**config.mk**
```make
export PLATFORM = sky130hd
export DESIGN_NAME = utf8_to_ucs2_stream_decoder_top
export DESIGN_NICKNAME = d
export VERILOG_FILES = /design/src/hw/rtl/u8dec_pkg.sv /design/src/hw/rtl/u8dec_front.sv /design/src/hw/rtl/u8dec_fifo.sv /design/src/hw/rtl/u8dec_back.sv /design/src/hw/rtl/utf8_to_ucs2_stream_decoder_top.sv
export SDC_FILE = /design/constraint.sdc
export NUM_CORES = 1
export LEC_CHECK = 0
export BUFFER_PORTS_ARGS = -buffer_cell sky130_fd_sc_hd__buf_2
export CAP_MARGIN = 10
export CORE_MARGIN = 2
export CORE_UTILIZATION = 55
export CTS_CLUSTER_SIZE = 16
export DETAILED_ROUTE_END_ITERATION = 12
export PLACE_DENSITY = 0.73
export RECOVER_POWER = 100
export SLEW_MARGIN = 30
export SYNTH_ARGS = -nofsm -noshare
export SYNTH_HDL_FRONTEND = slang
export SYNTH_SLANG_ARGS = --single-unit
```
**constraint.sdc**
```tcl
create_clock -name clk -period 3.8 [get_ports clk]
set_clock_uncertainty 0.2 [all_clocks]
set_input_delay 0.19 -clock clk [delete_from_list [all_inputs] [get_ports clk]]
set_output_delay 0.19 -clock clk [all_outputs]
set_load 0.01 [all_outputs]
```
**src/hw/rtl/u8dec_pkg.sv**
```systemverilog
// shared types and constants for the utf-8 stream decoder
package u8dec_pkg;

  localparam int unsigned FifoDepth = 4;
  localparam int unsigned FifoPtrW  = $clog2(FifoDepth);
  localparam int unsigned FifoCntW  = $clog2(FifoDepth + 1);

  localparam logic [7:0] MaxBytesReset = 8'd128;

  // lead byte classes
  localparam logic [3:0] HiThreeByte = 4'he;
  localparam logic [3:0] HiTwoByteA  = 4'hc;
  localparam logic [3:0] HiTwoByteB  = 4'hd;

  // continuation bytes still expected
  localparam logic [1:0] NeedNone = 2'd0;
  localparam logic [1:0] NeedOne  = 2'd1;
  localparam logic [1:0] NeedTwo  = 2'd2;

  // one queue entry: an optional character request and an optional terminator
  typedef struct packed {
    logic        char_valid;
    logic [15:0] code_point;
    logic [7:0]  char_index;
    logic        is_unknown;
    logic        term_valid;
    logic [7:0]  char_count;
  } u8dec_entry_t;

  // queue handshake between front and back
  typedef struct packed {
    logic full;
    logic empty;
  } u8dec_fifo_status_t;

endpackage

```
**src/hw/rtl/u8dec_front.sv**
```systemverilog
// front end: per-byte utf-8 decode state and request classification
module u8dec_front import u8dec_pkg::*; (
  input  logic         clk,
  input  logic         rst,
  input  logic         cfg_wr_en,
  input  logic [7:0]   cfg_wr_data,
  input  logic         accept,
  input  logic [7:0]   data_byte,
  input  logic         last_byte,
  output logic         entry_push,
  output u8dec_entry_t entry
);

  logic [7:0] max_input_bytes;
  logic [7:0] lead_bits, lead_bits_next;
  logic [7:0] first_continuation, first_continuation_next;
  logic [1:0] bytes_still_needed, bytes_still_needed_next;
  logic [7:0] chars_emitted, chars_emitted_next;
  logic [7:0] bytes_seen, bytes_seen_next;
  logic       decode_stopped, decode_stopped_next;

  logic        in_window;
  logic        char_v;
  logic        unk;
  logic [15:0] cp;
  logic [7:0]  chars_after;

  always_comb begin
    lead_bits_next          = lead_bits;
    first_continuation_next = first_continuation;
    bytes_still_needed_next = bytes_still_needed;
    bytes_seen_next         = bytes_seen;
    decode_stopped_next     = decode_stopped;
    char_v                  = 1'b0;
    unk                     = 1'b0;
    cp                      = 16'd0;
    in_window               = !decode_stopped && (bytes_seen < max_input_bytes);

    if (in_window) begin
      bytes_seen_next = bytes_seen + 8'd1;
      case (bytes_still_needed)
        NeedNone: begin
          if (!data_byte[7]) begin
            char_v = 1'b1;
            cp     = {8'd0, data_byte};
          end else if (data_byte[7:4] == HiThreeByte) begin
            lead_bits_next          = data_byte;
            bytes_still_needed_next = NeedTwo;
          end else if (data_byte[7:4] == HiTwoByteA || data_byte[7:4] == HiTwoByteB) begin
            lead_bits_next          = data_byte;
            bytes_still_needed_next = NeedOne;
          end else begin
            char_v = 1'b1;
            unk    = 1'b1;
          end
        end
        NeedTwo: begin
          first_continuation_next = data_byte;
          bytes_still_needed_next = NeedOne;
        end
        default: begin
          // final continuation byte; an out-of-range need count lands here too
          if (lead_bits[7:4] == HiThreeByte) begin
            cp = {lead_bits[3:0], first_continuation[5:0], data_byte[5:0]};
          end else begin
            cp = {5'd0, lead_bits[4:0], data_byte[5:0]};
          end
          char_v                  = 1'b1;
          bytes_still_needed_next = NeedNone;
        end
      endcase
      // sequence left open at the cap never completes
      if (bytes_still_needed_next != NeedNone && bytes_seen_next >= max_input_bytes) begin
        decode_stopped_next     = 1'b1;
        bytes_still_needed_next = NeedNone;
      end
    end

    chars_after        = char_v ? chars_emitted + 8'd1 : chars_emitted;
    chars_emitted_next = chars_after;

    if (last_byte) begin
      lead_bits_next          = 8'd0;
      first_continuation_next = 8'd0;
      bytes_still_needed_next = NeedNone;
      chars_emitted_next      = 8'd0;
      bytes_seen_next         = 8'd0;
      decode_stopped_next     = 1'b0;
    end
  end

  assign entry.char_valid = char_v;
  assign entry.code_point = cp;
  assign entry.char_index = chars_emitted;
  assign entry.is_unknown = unk;
  assign entry.term_valid = last_byte;
  assign entry.char_count = chars_after;
  assign entry_push       = accept && (char_v || last_byte);

  always_ff @(posedge clk) begin
    if (rst) begin
      max_input_bytes <= MaxBytesReset;
    end else if (cfg_wr_en) begin
      max_input_bytes <= cfg_wr_data;
    end
  end

  always_ff @(posedge clk) begin
    if (rst) begin
      lead_bits          <= 8'd0;
      first_continuation <= 8'd0;
      bytes_still_needed <= NeedNone;
      chars_emitted      <= 8'd0;
      bytes_seen         <= 8'd0;
      decode_stopped     <= 1'b0;
    end else if (accept) begin
      lead_bits          <= lead_bits_next;
      first_continuation <= first_continuation_next;
      bytes_still_needed <= bytes_still_needed_next;
      chars_emitted      <= chars_emitted_next;
      bytes_seen         <= bytes_seen_next;
      decode_stopped     <= decode_stopped_next;
    end
  end

endmodule

```
**src/hw/rtl/u8dec_fifo.sv**
```systemverilog
// small request queue between front and back
module u8dec_fifo import u8dec_pkg::*; (
  input  logic               clk,
  input  logic               rst,
  input  logic               wr_en,
  input  u8dec_entry_t       wr_data,
  input  logic               rd_en,
  output u8dec_entry_t       rd_data,
  output u8dec_fifo_status_t status
);

  u8dec_entry_t        mem [FifoDepth];
  logic [FifoPtrW-1:0] wr_ptr;
  logic [FifoPtrW-1:0] rd_ptr;
  logic [FifoCntW-1:0] count;
  logic                do_wr;
  logic                do_rd;

  assign status.full  = (count == FifoCntW'(FifoDepth));
  assign status.empty = (count == '0);
  assign do_wr        = wr_en && !status.full;
  assign do_rd        = rd_en && !status.empty;
  assign rd_data      = mem[rd_ptr];

  always_ff @(posedge clk) begin
    if (do_wr) begin
      mem[wr_ptr] <= wr_data;
    end
  end

  always_ff @(posedge clk) begin
    if (rst) begin
      wr_ptr <= '0;
      rd_ptr <= '0;
      count  <= '0;
    end else begin
      if (do_wr) begin
        wr_ptr <= wr_ptr + FifoPtrW'(1);
      end
      if (do_rd) begin
        rd_ptr <= rd_ptr + FifoPtrW'(1);
      end
      if (do_wr && !do_rd) begin
        count <= count + FifoCntW'(1);
      end else if (do_rd && !do_wr) begin
        count <= count - FifoCntW'(1);
      end
    end
  end

endmodule

```
**src/hw/rtl/u8dec_back.sv**
```systemverilog
// back end: expands queue entries into character and terminator results
module u8dec_back import u8dec_pkg::*; (
  input  logic               clk,
  input  logic               rst,
  input  u8dec_fifo_status_t fifo_status,
  input  u8dec_entry_t       fifo_data,
  output logic               fifo_rd,
  input  logic               pop,
  output logic               empty,
  output logic [15:0]        code_point,
  output logic [7:0]         char_index,
  output logic               is_unknown,
  output logic               is_terminator,
  output logic [7:0]         char_count
);

  u8dec_entry_t cur;
  logic         char_pend;
  logic         term_pend;
  logic         take;
  logic         finishing;

  assign empty     = !(char_pend || term_pend);
  assign take      = pop && !empty;
  assign finishing = take && !(char_pend && term_pend);
  assign fifo_rd   = !fifo_status.empty && (empty || finishing);

  assign code_point    = char_pend ? cur.code_point : 16'd0;
  assign char_index    = char_pend ? cur.char_index : 8'd0;
  assign is_unknown    = char_pend ? cur.is_unknown : 1'b0;
  assign is_terminator = !char_pend;
  assign char_count    = char_pend ? 8'd0 : cur.char_count;

  always_ff @(posedge clk) begin
    if (fifo_rd) begin
      cur <= fifo_data;
    end
  end

  always_ff @(posedge clk) begin
    if (rst) begin
      char_pend <= 1'b0;
      term_pend <= 1'b0;
    end else if (fifo_rd) begin
      char_pend <= fifo_data.char_valid;
      term_pend <= fifo_data.term_valid;
    end else if (take) begin
      if (char_pend) begin
        char_pend <= 1'b0;
      end else begin
        term_pend <= 1'b0;
      end
    end
  end

endmodule

```
**src/hw/rtl/utf8_to_ucs2_stream_decoder_top.sv**
```systemverilog
// top level of the utf-8 to 16-bit code point stream decoder
// path: a byte's request goes into the queue, then into the back's result register
// throughput: one byte per cycle in while not full, one result per cycle out while
//   pop is held; a byte with a character and a terminator gives them one after the other
// reset: rst (synchronous) empties the queue, clears string state, cap returns to 128
module utf8_to_ucs2_stream_decoder_top import u8dec_pkg::*; (
  input  logic        clk,
  input  logic        rst,
  // configuration: byte cap per string
  input  logic        cfg_wr_en,
  input  logic [7:0]  cfg_wr_data,
  // byte input queue side
  input  logic        push,
  output logic        full,
  input  logic [7:0]  data_byte,
  input  logic        last_byte,
  // result output queue side
  output logic        empty,
  input  logic        pop,
  output logic [15:0] code_point,
  output logic [7:0]  char_index,
  output logic        is_unknown,
  output logic        is_terminator,
  output logic [7:0]  char_count
);

  u8dec_entry_t       front_entry;
  logic               front_push;
  u8dec_entry_t       fifo_data;
  logic               fifo_rd;
  u8dec_fifo_status_t fifo_status;
  logic               accept;

  // the queue fills when results are taken slower than requests arrive
  assign full   = fifo_status.full;
  assign accept = push && !fifo_status.full;

  // decode state lives in the front; each accepted byte inside the cap advances it
  u8dec_front u_front (
    .clk         (clk),
    .rst         (rst),
    .cfg_wr_en   (cfg_wr_en),
    .cfg_wr_data (cfg_wr_data),
    .accept      (accept),
    .data_byte   (data_byte),
    .last_byte   (last_byte),
    .entry_push  (front_push),
    .entry       (front_entry)
  );

  // holds requests so the front keeps going while results wait
  u8dec_fifo u_fifo (
    .clk     (clk),
    .rst     (rst),
    .wr_en   (front_push),
    .wr_data (front_entry),
    .rd_en   (fifo_rd),
    .rd_data (fifo_data),
    .status  (fifo_status)
  );

  // character result first, terminator second when a byte gives both
  u8dec_back u_back (
    .clk           (clk),
    .rst           (rst),
    .fifo_status   (fifo_status),
    .fifo_data     (fifo_data),
    .fifo_rd       (fifo_rd),
    .pop           (pop),
    .empty         (empty),
    .code_point    (code_point),
    .char_index    (char_index),
    .is_unknown    (is_unknown),
    .is_terminator (is_terminator),
    .char_count    (char_count)
  );

endmodule

```
[Word level (Yosys, flattened, before mapping)]
Memories as Yosys holds them, arrays and structs flattened. A register that Yosys moved wholly into a read port is not among the register bits.
Cells that the tools add are included.
Operators by class
  muxes and demuxes: 51
  add/sub/neg operators: 6
  $lt $le $gt $ge: 2
  reduce and logical (&&, ||, !) cells: 40
  multipliers: 0
  equality and inequality tests: 7
  shift-type cells: 0
  bitwise operators: 0
  divide/modulo/power cells: 0
Operator list (number)
  2-to-1 mux 8 bit: 12
  2-to-1 mux 16 bit: 3
  case mux 16 bit (2 select lines): 1
  2-to-1 mux 1 bit: 18
  2-to-1 mux 2 bit: 9
  2-to-1 mux 6 bit: 3
  adder 8 x 1 -> 8 bit (second input constant): 2
  == test 4 bit (second input constant): 4
  nonzero test 2 bit: 8
  logical AND 1 bit: 12
  >= comparator 8 bit: 1
  zero test 1 bit: 8
  < comparator 8 bit: 1
  2-to-1 mux 7 bit: 1
  2-to-1 mux 3 bit: 2
  AND reduction 3 bit: 2
  AND reduction 5 bit: 1
  adder 2 x 1 -> 2 bit (second input constant): 2
  logical OR 1 bit: 4
  case mux 2 bit (2 select lines): 1
  AND reduction 2 bit: 2
  adder 3 x 1 -> 3 bit (second input constant): 1
  == test 3 bit (second input constant): 1
  zero test 3 bit: 1
  6 further kinds: 6
Storage, ports and cells
  ROM bits: 0
  memories: 1
  bits in latches: 0
  RAM bits: 140
  register bits: 83
  input port bits: 22
Memories
  u_fifo.mem: words 4, width 35, read ports 1, clocked after Yosys merged registers in 1, write ports 1, line u8dec_fifo.sv:12  | u8dec_entry_t mem [FifoDepth];

[Longest topological paths before layout]
Gate-level depths: netlist of the first run.
  depth after elaboration: 14
  depth in mapped cells: 13
  gate-level depth less buffers: 13

[Hierarchy]
A second synthesis of the first run with hierarchy kept.
Second synthesis, totals
  cell total of the unflattened synthesis: 607
  area total of the unflattened synthesis: 9354.0 um^2
By module, submodules not included
  u8dec_fifo: cells each 231, area each 5554.1 um^2, sequential area each 4384.2 um^2, instances 1
  u8dec_front: cells each 291, area each 2458.6 um^2, sequential area each 820.8 um^2, instances 1
  u8dec_back: cells each 84, area each 1327.5 um^2, sequential area each 1031.0 um^2, instances 1
  utf8_to_ucs2_stream_decoder_top: cells each 1, area each 13.8 um^2, sequential area each 0.0 um^2, instances 1

[Least setup slack after synthesis of the first run]
Ideal clock, no wire load.
  kind: reg2reg
  start: register u_back.char_pend
  end: register u_fifo.count[2]
  path buffers: 2
  slack: 0.428 ns
  stages on the path, launching flop included: 13
  arrival: 3.102 ns
  clock period less this slack: 3.372 ns
  required time: 3.530 ns
  path through: dfxtp_1 -> clkbuf_1 -> nand2b_1 -> a21oi_1 -> and2_0 -> clkbuf_1 -> inv_1 -> ha_1 -> inv_1 -> fa_1 -> xor2_1 -> or3_1 -> a21oi_1
On the way
  cells in the longest elaborated chain, start to end: 9
RTL lines
  from (decl): line u8dec_back.sv:18  | logic char_pend;
  from (signal assigned): line u8dec_back.sv:45  | char_pend <= fifo_data.char_valid;
  logical OR 1 bit or logical AND 1 bit (tied branches): line u8dec_back.sv:23, u8dec_back.sv:25
  logical AND 1 bit or zero test 1 bit (tied branches): line u8dec_back.sv:24, u8dec_back.sv:25
  logical AND 1 bit: line u8dec_back.sv:25  | assign finishing = take && !(char_pend && term_pend);
  logical OR 1 bit *: line u8dec_back.sv:26  | assign fifo_rd = !fifo_status.empty && (empty || finishing);
  logical AND 1 bit *: line u8dec_back.sv:26
  via fifo_rd: line utf8_to_ucs2_stream_decoder_top.sv:30  | logic fifo_rd;
  logical AND 1 bit *: line u8dec_fifo.sv:22  | assign do_rd = rd_en && !status.empty;
  zero test 1 bit: line u8dec_fifo.sv:43  | if (do_wr && !do_rd) begin
  logical AND 1 bit: line u8dec_fifo.sv:43
  2-to-1 mux 3 bit or nonzero test 2 bit (tied branches)
  to (signal assigned): line u8dec_fifo.sv:44  | count <= count + FifoCntW'(1);
  to (signal assigned): line u8dec_fifo.sv:46  | count <= count - FifoCntW'(1);
  to (decl): line u8dec_fifo.sv:15  | logic [FifoCntW-1:0] count;
The timed path passes the listed nets; every way through them passes the cells marked *.
A chain may end at the register's enable or synchronous reset.

[Worst setup path in the final report of the first run]
  start: register u_front.bytes_seen[5]
  end: register u_fifo.count[2]
On the way
  cells in the longest elaborated chain, start to end: 9
RTL lines
  from (decl): line u8dec_front.sv:19  | logic [7:0] bytes_seen, bytes_seen_next;
  from (signal assigned): line u8dec_front.sv:121  | bytes_seen <= bytes_seen_next;
  < comparator 8 bit *: line u8dec_front.sv:37  | in_window = !decode_stopped && (bytes_seen < max_input_bytes);
  logical AND 1 bit *: line u8dec_front.sv:37
  2-to-1 mux 1 bit *: line u8dec_front.sv:39  | if (in_window) begin
  logical OR 1 bit *: line u8dec_front.sv:98  | assign entry_push = accept && (char_v || last_byte);
  logical AND 1 bit *: line u8dec_front.sv:98
  logical AND 1 bit *: line u8dec_fifo.sv:21  | assign do_wr = wr_en && !status.full;
  via u_fifo.do_wr: line u8dec_fifo.sv:16  | logic do_wr;
  zero test 1 bit: line u8dec_fifo.sv:45  | end else if (do_rd && !do_wr) begin
  logical AND 1 bit: line u8dec_fifo.sv:45
  nonzero test 2 bit (no source line)
Marked as above.

==> summary.txt, run 1 <==
Run status
  • Status: finished, final reports clean

Job
  • Max_cap viols: 0

Synthesis
  • Netlist area before placement: roughly 0.009 mm2
  • FFs w/ async S/R, synth: 0%
  • Commonest cells in the netlist: edfxtp_1 (173), dfxtp_1 (52), and2_1 (42)
  • Cells after Synth: about 600
  • Largest cells by area after synthesis: edfxtp_1 (56%), dfxtp_1 (11%), mux4_2 (8.6%)
  • Ys Warns: 0
  • Post-Syn Nets: around 650
  • Most common flop cell mapped by yosys: edfxtp_1
  • Yosys top cell by area: edfxtp_1
  • Cell with the most instances after synthesis: edfxtp_1
  • Synth top area share: between 50% and 60%
  • Synth cell types: 45
  • Syn avg cell area: 15.3 um2
  • Sequential cell area fraction in the yosys report: 67.7%
  • EDFF count, synth: 173
  • Flops & latches, synth: 225

Worst setup path
  • Crit path DAT: 3.69 ns
  • Slowest cell on the critical path: dfxtp_1
  • Setup crit end kind: register
  • WP buf/inv: 1
  • Crit path required time: 4.00 ns
  • Top delay family on crit path: adder cells
  • Crit path kind: register to register
  • Critical-path maximum fanout: 7
  • CP Cell Sequence: ha_1 > nand4_1 > o211ai_1 > a21oi_2 > a21oi_1 > nor2_1 > ha_1 > inv_1 > fa_1 > xor2_1 > or3_1 > a21oi_1
  • CP peak stage delay: about 0.45 ns
  • CP Launch Type: register

Timing
  • Slew HR: 12.4%
  • Slew @ Worst Pin: 1.31 ns
  • Ratio of final minimum period to clock period: 91.8%
  • Hold_ws: 0.0601 ns
  • Maximum clock rate: 0.287 GHz
  • TNS Setup: 0 ns
  • RSZ-0062 raised after global routing: false
  • Setup violators final: 0
  • Fin crit period: 3.49 ns
  • Final hold violation count: 0
  • Final Slew Violations: 0

Pwr
  • Logic pwr share: 19.1%
  • Pwr Total: 6570 uW
  • NetSw: 1700 uW
  • Power Density: 611 mW/mm2
  • Power Internal: 4880 uW
  • VDD IR-drop max: 0.366 mV
  • Reg power frac: 49.3%
  • Clock power frac: around a third
  • Leakage: 0.00389 uW
  • Switching fraction of total power: 25.8%

Final layout
  • Nets: ~750
  • Share of layout cells above drive strength 1: 14.4%
  • Final instance area: 0.0108 mm2
  • Fillers: 1170
  • Area grow syn2layout: 16.9%
  • # diodes: 0
  • Core Util, Final: 65.4%

Route
  • DRC violations left: 0
  • Wire per inst: around 19 um
  • Vias post-DR: 5359
  • Final ANT Viol Nets: 0
  • Drt first pass iters: 6
  • Drt total wl: 17600 um
  • Via density: approximately 5.7
  • Initial DRC count: 451

Global routing
  • Gr usage total: 20.3%
  • Number of global-route vias before repair: 5501
  • Largest net degree at the start of global routing: 38
  • First-pass GRT wire length: 28300 um
  • GRT overflow: 0
  • Antenna violations before repair: 0

Floorplanning
  • Die Y: around 130 um
  • Die ar.: 0.0178 mm2
  • Core area: 0.0165 mm2
  • DIE WIDTH: 133 um
  • Starting Density: 55.9%
  • Ports: 58
  • Rows: 47

Place
  • Port bufs: 57
  • Final HPWL DP: ~11000 um
  • Placed cell areas: about 0.01 mm2
  • RePlAce Congestion: 0.848

Clock tree
  • Clk buf depth: 3
  • Worst skew pair latency: 0.49 ns
  • Num CTS Buffers: 22
  • Sink Count: 225
  • Clock-pin slew on the worst setup and hold paths: 0.06 ns
  • Clock Root Buffer: clkbuf_16
  • TritonCTS clock tree: done
  • Htree depth: 1

Worst hold path
  • Hold Path Class: input port to register
==> registers in the layout, indices dropped and copies added (netlist names), named ones only <==
signal and cells:
u_fifo.mem 140, u_back.cur 33, u_front.bytes_seen 8, u_front.chars_emitted 8, u_front.lead_bits 8, u_front.max_input_bytes 8
u_front.first_continuation 6, u_fifo.count 3, u_fifo.rd_ptr 2, u_fifo.wr_ptr 2, u_front.bytes_still_needed 2, u_back.char_pend 1
u_back.term_pend 1, u_front.decode_stopped 1
==> cell usage in the layout (no fill, tap or decap), drive strengths merged, types with 2 or more instances in the layout <==
cell type and instances:
nand3 12, mux4 35, or3 7, a22o 15
edfxtp 173, mux2i 13, nor2 40, clkinv 3
o211ai 5, ha 23, xor2 8, clkbuf 73
buf 29, nor2b 11, o31ai 4, dlygate4sd3 37
o311ai 3, o21ai 13, xnor2 9, nand2 26
o31a 2, dfxtp 52, or4 3, a21o 6
nand4 8, and2 43, nor3 3, a31oi 5
nand2b 2, a211oi 3, a21oi 23, inv 22
==> path summary, 6_finish.rpt <==
| check | start | endpoint | slack (ns) | cells past startpoint |
|---|---|---|---|---|
| max | u_front.bytes_seen[5] | u_fifo.count[2] | 0.31 | 12 |
| min | push | u_fifo.wr_ptr[1] | 0.06 | 4 |
| max reg2reg | u_front.bytes_seen[5] | u_fifo.count[2] | 0.31 | 12 |
| min reg2reg | u_front.decode_stopped | u_front.decode_stopped | 0.27 | 2 |
==> cell families (layout without fill, tap and decap cells) <==
kind of cell | count (synthesis) | count (layout) | synth area share [%]
muxes | 48 | 48 | 9.98
AOI/OAI and AO/OA | 84 | 84 | 6.47
DFF | 225 | 225 | 67.7
and+or+nand+nor | 159 | 159 | 8.97
xor gates and xnor gates | 17 | 17 | 1.62
adders and majority gates | 24 | 24 | 3.34
buffers and inverters | 44 | 166 | 1.88
==> final cells by class <==
type | instances | area, um2 | share of cell area [%]
sequential | 225 | 6240 | 57.9
timing repair buffer | 104 | 674 | 6.27
clock buffer | 35 | 651 | 6.04
multi-input combinational | 332 | 2790 | 26.0
inverter | 22 | 82.6 | 0.767
tap | 220 | 275 | 2.56
clock inverter | 5 | 51.3 | 0.477
==> repair_timing <==
action,in CTS,in global routing
setup buffers,0,0
hold buffers,37,0
resized for setup,0,0
hold endpoints to repair,61,0
==> power groups by stage <==
stage	Clock, uW	Sequential (uW)	Combinational [uW]
after detailed placement	0	3290	1280
after global placement	0	3270	1250
final	2080	3240	1260
after floorplan	0	3210	921
after global routing	2210	3280	1380
after CTS	2120	3240	1320
==> stage by stage <==
stage | setup slack [ns] | cells
finish | 0.310 | 943
CTS | 0.342 | 943
floorplan | 0.428 | 601
detailed placement | 0.386 | 866
global route | 0.0342 | 943
global placement | 0.555 | 866
==> worst reg2reg max path, stage by stage (launching register included) <==
cell and delay (ns):
dfxtp_1 0.45, ha_1 0.29, nand4_1 0.14, o211ai_1 0.21, a21oi_2 0.24, a21oi_1 0.18, nor2_1 0.27, ha_1 0.24
inv_1 0.07, fa_1 0.43, xor2_1 0.18, or3_1 0.33, a21oi_1 0.18
==> layer usage <==
layer	routed length [um]	part of all wire (%)	track usage, %
met5	0	0	0
met4	437	2.5	6.62
met2	8750	50	35.1
met3	873	5.0	2.63
met1	7580	43	27.0
(Power assumes the default switching activity.)
==> run 2, diff against run 1 <==
Settings changed: CELL_PAD_IN_SITES_DETAIL_PLACEMENT set to 0, CELL_PAD_IN_SITES_GLOBAL_PLACEMENT set to 2, CORE_UTILIZATION 55 to 44, PLACE_DENSITY 0.73 to unset, PLACE_DENSITY_LB_ADDON set to 0.1.
==> run 2 against run 1 <==
Clock power rose by 14%. Critical path depth rose by 1. Wire length rose by 2.9%. Final cell count rose by 5.5%. Sequential power fell by 2%. Non-clock buffer count fell by 2. Critical endpoint unchanged. Largest cell class unchanged. Largest power group unchanged.
==> summary.txt, run 2 (synthesis gave the netlist of run 1 again) <==
Run status
  • Status: finished, final reports clean

Worst setup path
  • Crit path DAT: 3.72 ns (+0.03 ns)
  • CP Launch Type: register
  • Critical-path maximum fanout: 7 (unchanged)
  • Setup crit end kind: register
  • Crit path kind: register to register
  • Crit path required time: 4.03 ns (+0.03 ns)

Floorplanning
  • Rows: 52 (+11%)
  • Die ar.: 0.0221 mm2 (+24%)
  • DIE WIDTH: 149 um (+11%)
  • Ports: 58 (unchanged)
  • Core area: 0.0204 mm2 (+24%)
  • Starting Density: 45.2% (-11 points)
  • Die Y: 149 um (+11%)

Final layout
  • Nets: 753 (unchanged)
  • Reg with most FFs: u_fifo.mem
  • Area grow syn2layout: 19.3%
  • Commonest non-fill, non-tap cells in the layout: edfxtp_1 (173), dfxtp_1 (51), nor2_1 (40)
  • Commonest non-fill, non-tap cell in the layout: edfxtp_1
  • Max reg flops: 140 (unchanged)
  • Largest regs: u_fifo.mem x140, u_back.cur x33
  • Share of layout cells above drive strength 1: 15.7% (+1.3 points)
  • # diodes: 0 (unchanged)

Global routing
  • GRT overflow: 0 (unchanged)
  • Antenna violations before repair: 0 (unchanged)
  • First-pass GRT wire length: 29200 um (+2.9%)
  • Number of global-route vias before repair: 5298 (-3.7%)
  • Largest net degree at the start of global routing: 36 (-5.3%)
  • Gr usage total: 17.0% (-3.3 points)

Clock tree
  • Clk buf depth: 3 (unchanged)
  • Sink Count: 225 (unchanged)
  • Worst skew pair latency: 0.51 ns (+0.02 ns)
  • TritonCTS clock tree: done
  • Clock Root Buffer: clkbuf_16
  • Htree depth: 1 (unchanged)
  • Post-CTS Setup Bufs: 0 (unchanged)
  • Clock-pin slew on the worst setup and hold paths: 0.06 ns (about the same)
  • CTS-repair resized insts: 0 (unchanged)
  • Num CTS Buffers: 24 (+9.1%)
  • CTS hold repair buffers: 36 (-2.7%)

Timing
  • Final Slew Violations: 0 (unchanged)
  • RSZ-0062 raised after global routing: false
  • Ratio of final minimum period to clock period: 91.9% (about the same)
  • Final hold violation count: 0 (unchanged)
  • Slew @ Worst Pin: 1.48 ns (+0.167 ns)
  • Slew HR: 1.38% (-11 points)
  • Fin crit period: 3.49 ns (+0.000547 ns)
  • Setup violators final: 0 (unchanged)
  • TNS Setup: 0 ns (unchanged)
  • Maximum clock rate: 0.286 GHz (about the same)

Route
  • Initial DRC count: 250 (-45%)
  • Drt first pass iters: 4 (-2)
  • Via density: 5.28 (-7.1%)
  • Wire per inst: 18.2 um (-2.4%)
  • Drt total wl: 18200 um (+2.9%)
  • Final ANT Viol Nets: 0 (unchanged)
  • Vias post-DR: 5253 (-2.0%)
  • DRC violations left: 0 (unchanged)

Place
  • Final HPWL DP: 11400 um (+4.0%)
  • Port bufs: 57 (unchanged)
  • RePlAce Congestion: 0.850 (+0.20%)

Pwr
  • Power Density: 625 mW/mm2 (+2.4%)
  • Pwr Total: 6870 uW (+4.5%)
  • Switching fraction of total power: 25.6% (-0.21 points)
  • Leakage: 0.00398 uW (+2.1%)
  • VDD IR-drop max: 0.310 mV (-15%)
  • Power Internal: 5110 uW (+4.8%)
  • Clock power frac: 34.5% (+2.9 points)
  • Logic pwr share: 19.0% (about the same)
  • NetSw: 1760 uW (+3.6%)
  • Reg power frac: 46.5% (-2.8 points)

Worst hold path
  • Hold Path Class: input port to register

Job
  • Max_cap viols: 0 (unchanged)
run 2: final timing paths:
kind | from | to | slack [ns] | cells past startpoint
worst max-delay path | u_front.max_input_bytes[6] | u_fifo.count[2] | 0.31 | 13
worst min-delay path | push | u_fifo.wr_ptr[1] | 0.07 | 4
worst max register to register | u_front.max_input_bytes[6] | u_fifo.count[2] | 0.31 | 13
worst min register to register | u_front.decode_stopped | u_front.decode_stopped | 0.26 | 2
run 2: metrics by stage:
| step | area, um2 | instances | worst slack, ns | hold slack, ns | utilization, % |
|---|---|---|---|---|---|
| after floorplan | 9210 | 601 | 0.428 | 0.0889 | - |
| after global placement | 9860 | 915 | 0.491 | 0.220 | 48.4 |
| after detailed placement | 9860 | 915 | 0.339 | 0.229 | 48.4 |
| after CTS | 11000 | 995 | 0.318 | 0.0481 | 54.2 |
| after global routing | 11000 | 995 | 0.0394 | 0.132 | 53.9 |
| final | 11000 | 995 | 0.309 | 0.0739 | 53.9 |
run 2: critical path, stage by stage (launching register included):
cell      delay, ns
dfxtp_1        0.33
inv_1          0.07
ha_1           0.31
a21oi_1        0.22
o211ai_1       0.19
a21oi_2        0.25
a21oi_1        0.19
nor2_1         0.28
ha_1           0.25
inv_1          0.07
fa_1           0.43
xor2_1         0.17
or3_1          0.30
a21oi_1        0.16
run 2: routing by layer:
metal  global-route usage [%]  vias up  part of all wire, %
met5                        0        -                    0
met4                     4.43        0                  2.0
met3                     2.52       26                  3.9
met2                     28.1      105                   47
met1                     23.8     2616                   47
li1                         -     2506                    -
run 2: power groups by stage:
stage	registers [uW]	clock network, uW	logic, uW
floorplan	3210	0	921
global placement	3230	0	1330
detailed placement	3240	0	1350
CTS	3190	2430	1380
global route	3230	2530	1460
finish	3190	2370	1310
run 2: area by class of cell:
| cell class | count | area, um2 |
|---|---|---|
| timing repair buffer | 102 | 716 |
| tap | 270 | 338 |
| inverter | 22 | 82.6 |
| fill | 1696 | 9380 |
| clock inverter | 12 | 133 |
| multi-input combinational | 332 | 2800 |
| sequential | 225 | 6240 |
| clock buffer | 32 | 682 |
